File: src/sv/ritt_pkg.sv
// Package: widths, types and sequencer constants for the rectangle ink touch test.
`default_nettype none
package ritt_pkg;

    localparam int COORD_WIDTH = 24;
    // operand: differences and doubled coordinates need two extra bits
    localparam int OPND_WIDTH  = COORD_WIDTH + 2;
    localparam int PROD_WIDTH  = 2 * OPND_WIDTH;
    localparam int ACC_WIDTH   = PROD_WIDTH + 1;

    // four corner determinants then one crossing determinant, two products each
    localparam int NUM_DETS    = 5;
    localparam int NUM_CORNERS = 4;
    localparam int NUM_ISSUE   = 2 * NUM_DETS;
    localparam int ISS_WIDTH   = $clog2(NUM_ISSUE + 1);
    localparam int DET_WIDTH   = $clog2(NUM_DETS);
    localparam int CNT_WIDTH   = $clog2(NUM_CORNERS + 1);

    localparam logic [DET_WIDTH-1:0] CROSS_DET = DET_WIDTH'(NUM_DETS - 1);

    typedef logic signed [COORD_WIDTH-1:0] t_coord;
    typedef logic signed [OPND_WIDTH-1:0]  t_opnd;
    typedef logic signed [PROD_WIDTH-1:0]  t_prod;
    typedef logic signed [ACC_WIDTH-1:0]   t_acc;

    typedef enum logic [2:0] {
        ST_IDLE = 3'b001,
        ST_RUN  = 3'b010,
        ST_EMIT = 3'b100
    } t_state;

    // one multiply pass: first product loads, second is subtracted
    typedef struct packed {
        logic  issue;
        logic  sub;
        t_opnd a;
        t_opnd b;
    } t_mul_req;

    // sign of a*b - c*d
    typedef struct packed {
        logic valid;
        logic neg;
        logic zero;
    } t_mul_res;

endpackage
`default_nettype wire

File: src/sv/ritt_det_unit.sv
// Shared multiply/subtract unit: sign of a*b - c*d over two passes.
`default_nettype none
module ritt_det_unit (
    input  wire logic             i_clk,
    input  wire logic             i_rst_n,
    input  wire ritt_pkg::t_mul_req i_req,
    output ritt_pkg::t_mul_res    o_res
);

    logic            r_p_valid;
    logic            r_p_sub;
    ritt_pkg::t_prod r_prod;
    ritt_pkg::t_acc  r_acc;
    logic            r_done;

    // product stage
    always_ff @(posedge i_clk) begin
        if (!i_rst_n) begin
            r_p_valid <= 1'b0;
            r_p_sub   <= 1'b0;
        end else begin
            r_p_valid <= i_req.issue;
            r_p_sub   <= i_req.sub;
        end
        r_prod <= i_req.a * i_req.b;
    end

    // accumulate stage
    always_ff @(posedge i_clk) begin
        if (!i_rst_n) begin
            r_done <= 1'b0;
        end else begin
            r_done <= r_p_valid && r_p_sub;
        end
        if (r_p_valid) begin
            if (r_p_sub) begin
                r_acc <= r_acc - ritt_pkg::t_acc'(r_prod);
            end else begin
                r_acc <= ritt_pkg::t_acc'(r_prod);
            end
        end
    end

    assign o_res.valid = r_done;
    assign o_res.neg   = r_acc[ritt_pkg::ACC_WIDTH-1];
    assign o_res.zero  = (r_acc == '0);

    a_done_after_sub: assert property (@(posedge i_clk) disable iff (!i_rst_n)
        (r_p_valid && r_p_sub) |=> r_done)
        else $error("det unit: completed pair not flagged");
    a_done_needs_pair: assert property (@(posedge i_clk) disable iff (!i_rst_n)
        r_done |-> $past(i_req.issue, 2) && $past(i_req.sub, 2))
        else $error("det unit: result without a subtract pass");
    a_pair_order: assert property (@(posedge i_clk) disable iff (!i_rst_n)
        (i_req.issue && i_req.sub) |-> $past(i_req.issue) && !$past(i_req.sub))
        else $error("det unit: subtract pass without load pass");

endmodule
`default_nettype wire

File: config.mk
export PLATFORM = sky130hd
export DESIGN_NAME = ritt_det_unit
export DESIGN_NICKNAME = d
export VERILOG_FILES = /design/src/sv/ritt_pkg.sv /design/src/sv/ritt_det_unit.sv
export SDC_FILE = /design/constraint.sdc
export NUM_CORES = 2
export LEC_CHECK = 0
export ABC_AREA = 1
export BUFFER_PORTS_ARGS = -buffer_cell sky130_fd_sc_hd__buf_4
export CAP_MARGIN = 20
export CORE_ASPECT_RATIO = 1.25
export CORE_MARGIN = 4
export CORE_UTILIZATION = 55
export DETAILED_ROUTE_END_ITERATION = 8
export PLACE_DENSITY = 0.74
export REMOVE_ABC_BUFFERS = 1
export SLEW_MARGIN = 30
export SYNTH_ARGS = -nofsm -noshare
export SYNTH_HDL_FRONTEND = slang
export SYNTH_SLANG_ARGS = --single-unit
File: constraint.sdc
create_clock -name i_clk -period 6.5 [get_ports i_clk]
set_input_delay 0 -clock i_clk [delete_from_list [all_inputs] [get_ports i_clk]]
set_output_delay 0 -clock i_clk [all_outputs]
set_load 0.02 [all_outputs]
### Word-level counts from Yosys, hierarchy flattened

Index checks and enable logic that the tools add are counted.

| storage, ports and cells | value |
|---|---|
| flip-flop bits (word level) | 108 |
| input bits | 56 |
| output and inout port bits | 3 |
| logic and storage cells | 10 |

| operators by class | value |
|---|---|
| $add $sub $neg | 1 |
| multipliers | 1 |
| mux-type cells | 1 |
| reductions and logical operators | 2 |

Operator list:

| kind | number |
|---|---|
| $logic_not 53->1 | 1 |
| $mux 53 | 1 |
| $sub 53x52->53 | 1 |
| $mul 26x26->52 | 1 |
| $logic_and 1x1->1 | 1 |

### Logic depth before layout (Yosys ltp)

| depth | value |
|---|---|
| depth after elaboration | 2 |
| depth in mapped cells | 28 |
| mapped depth without buffers | 26 |

### Least setup slack after synthesis

Ideal clock, no wire load.

| timing | value |
|---|---|
| kind | input-to-reg |
| from | input port i_req[51] in the netlist's numbering |
| to | register r_prod[46] |
| library setup time | 0.113 ns |
| arrival | 5.854 ns |
| data required time | 6.387 ns |
| path slack | 0.533 ns |
| stages on the path | 23 |
| path buffers | 2 |
| cell sequence | clkbuf_1 -> clkbuf_1 -> nand2_1 -> inv_1 -> fa_1 -> fa_1 -> fa_1 -> inv_1 -> fa_1 -> fa_1 -> fa_1 -> fa_1 -> inv_1 -> ha_1 -> nand2_1 -> nor2_1 -> inv_1 -> nor2_1 -> nand2_1 -> nor4_1 -> nand2_1 -> nand4_1 -> nand2_1 |

| between the ends | value |
|---|---|
| longest elaborated chain between the ends | 1 |

RTL lines:

| element | line | RTL |
|---|---|---|
| start, declared | ritt_det_unit.sv:6 | `input wire ritt_pkg::t_mul_req i_req,` |
| $mul 26x26->52 | ritt_det_unit.sv:25 | `r_prod <= i_req.a * i_req.b;` |
| end signal, assigned | ritt_det_unit.sv:25 |  |
| end, declared | ritt_det_unit.sv:12 | `ritt_pkg::t_prod r_prod;` |

Every way passes these cells.
A chain may end at the register's enable or synchronous reset.

### Worst setup path in the final report

| timing | value |
|---|---|
| from | input port i_req[2] in the netlist's numbering |
| to | register r_prod[49] |

The elaborated chain is that of the path after synthesis.

==> impl_metrics.json <==
{
  "finalNetCount": 5548,
  "synth-edff-count": 53,
  "gr-usage-all-layers": 0.303,
  "antenna_left": 0,
  "port-buffer-count": 58,
  "pin_count": 59,
  "required_ns": 6.78,
  "tightest_slew_ns": 0.841,
  "ys.flop_type": "dfxtp_1",
  "cp.arrival_ns": 6.57,
  "cts_tree": "yes",
  "synth_most_common_cell": "inv_1",
  "ys_seq_area_frac": 0.0785,
  "antenna_found_initial": 0,
  "vias": 28300,
  "yosys-top-cells-area": "fa_1 (42%), inv_1 (15%), nand2_1 (14%)",
  "fin_crit_sh": 0.967,
  "endpoint_kind": "flip-flop",
  "synthDistinctLibCells": 43,
  "worstHoldPathType": "input port to flip-flop",
  "cts_max_level": 3,
  "clkLatencyLatePin_ns": 0.38,
  "syn_area_um2": 34300,
  "viasPerCell": 5.21,
  "fin_util": 0.580,
  "syn2layout_area_growth_pct": 4.72,
  "place_inst": 5399,
  "status": "complete, no violations",
  "ys_ff_latch": 108,
  "die_y_um": 287,
  "syn-instance-count": 4620,
  "place_congestion": 1.04,
  "grt_pass1_vias": 30400,
  "cts-root-buf": "clkbuf_16",
  "max_freq_mhz": 159,
  "finalHoldViolCount": 0,
  "drt_wl_total_um": 98000,
  "antenna_cells": 0,
  "die_x_um": 231,
  "dr.pass1.iters": 6,
  "critPathLaunchType": "input port",
  "drt_iter0_drc": 2004,
  "async_reset_ff_frac": 0,
  "grt_pass1_wl_um": 158000,
  "worst-r2r-cell-count": 15,
  "core_area_um2": 61900,
  "clk_pin_slew_ns": 0.09,
  "grt_setup_unrepaired": "false",
  "relSlewSlack": 0.439,
  "wire_per_inst_um": 18.1,
  "nFillCells": 5768,
  "synth_common_cells": "inv_1 (1,365), nand2_1 (1,275), fa_1 (711), nor2_1 (215), ha_1 (198)",
  "hpwl_um": 83100,
  "netlist.area_leader.share": 0.415,
  "maxCapViolCount": 0,
  "min_path_cells": 3,
  "yosysTopAreaCell": "fa_1",
  "overflow": 0,
  "fin_cells": 5420,
  "setup_viol": 0,
  "clock_sinks": 108,
  "num_rows": 102,
  "synth_warnings": 0,
  "cts_buffers": 9,
  "drcViolationCount": 0,
  "start_util": 0.554,
  "synth.avg_cell_area_um2": 7.42,
  "critical_path_class": "input port to flip-flop",
  "cp_max_fo": 17,
  "die_area_um2": 66400,
  "clock_skew_ns": 0.0140,
  "fin_crit_ns": 6.29,
  "clockBufferDepth": 2,
  "maxSlewViolCount": 0,
  "grt_max_degree": 69,
  "drive_gt1_frac": 0.0447
}
## flip-flops by register name (all words and copies together) (netlist names)
name,flops
r_p_valid,1
r_prod,52
r_done,1
r_acc,53
r_p_sub,1
## critical path, stage by stage
cell and delay, ns:
buf_4 0.28, nand2_1 0.16, inv_1 0.15, fa_1 0.47, fa_1 0.72, inv_1 0.22, fa_1 0.52, inv_1 0.05
fa_1 0.47, fa_1 0.51, fa_1 0.51, inv_1 0.06, fa_1 0.48, inv_1 0.04, ha_1 0.40, nand2_1 0.13
nor2_1 0.12, inv_1 0.12, nor2_1 0.27, nand3_1 0.29, nor3_2 0.18, nand2_1 0.20, nand4_1 0.15, nand2_1 0.06
## kinds of logic (layout without fill, tap and decap cells)
family                     count (synthesis)  count (layout)  share of synthesized area
AOI/OAI and AO/OA                        252             252                     0.0411
xor gates and xnor gates                  61              61                     0.0156
adders and majority gates                909             909                      0.487
buffers and inverters                   1541            1509                      0.169
DFF                                      108             108                     0.0785
and+or+nand+nor                         1749            1749                      0.208
## area by class of cell
type,count,area [µm²],area share
Clock buffer,9,225,0.00627
Clock inverter,7,71.3,0.00199
Inverter,1372,5150,0.143
Multi-Input combinational cell,2971,25800,0.719
Sequential cell,108,2700,0.0751
Tap cell,832,1040,0.0290
Timing Repair Buffer,121,921,0.0256
## layout by cell type (no fill, tap or decap), drive strengths merged
cell type / instances
inv: 1374
nand2: 1285
fa: 711
nor2: 234
ha: 198
a21oi: 118
buf: 116
nand3: 116
o21ai: 83
dfxtp: 55
edfxtp: 53
nand4: 41
xor2: 33
xnor2: 28
o21bai: 26
nor3: 26
nor4: 15
or2: 15
nand3b: 10
clkbuf: 9
a21o: 8
dlygate4sd3: 5
o22ai: 4
o211ai: 4
a31oi: 3
and3: 3
o21a: 3
and2: 3
a21boi: 3
clkinv: 3
clkinvlp: 2
nand2b: 1
## worst paths after layout
kind,end,from,slack (ns)
setup / recovery,r_prod[49]$_DFF_P_,i_req[2],0.21
hold / removal,r_prod[0]$_DFF_P_,i_req[0],0.11
setup reg to reg,r_acc[26]$_DFFE_PP_,r_acc[0]$_DFFE_PP_,3.60
hold reg to reg,r_acc[22]$_DFFE_PP_,r_prod[22]$_DFF_P_,0.54
## metal layers
metal,global-route usage,vias up,part of all wire
met5,0,-,0
met4,0.161,0,0.065
met3,0.0363,339,0.064
met2,0.535,1168,0.49
met1,0.362,13600,0.38
li1,-,13100,-
## through the flow
stage / cell area (µm²) / setup WS [ns] / hold WS, ns / TNS [ns]
2_1_floorplan: 33600 / 0.952 / 0.0935 / 0
3_3_place_gp: 35600 / -0.0837 / 0.181 / -0.0837
3_5_place_dp: 35600 / -0.125 / 0.184 / -0.125
4_1_cts: 35900 / 0.285 / 0.0769 / 0
5_1_grt: 35900 / 0.0627 / 0.102 / 0
6_report: 35900 / 0.213 / 0.110 / 0
## what timing repair did
item,in CTS,in global routing
setup buffers,0,0
hold buffers,5,0
setup endpoints to repair,0,1
hold endpoints to repair,3,0
resized for setup,0,1
Power is not shown: default switching activity piles up to over one toggle a cycle in this logic, so the estimate is an artifact.
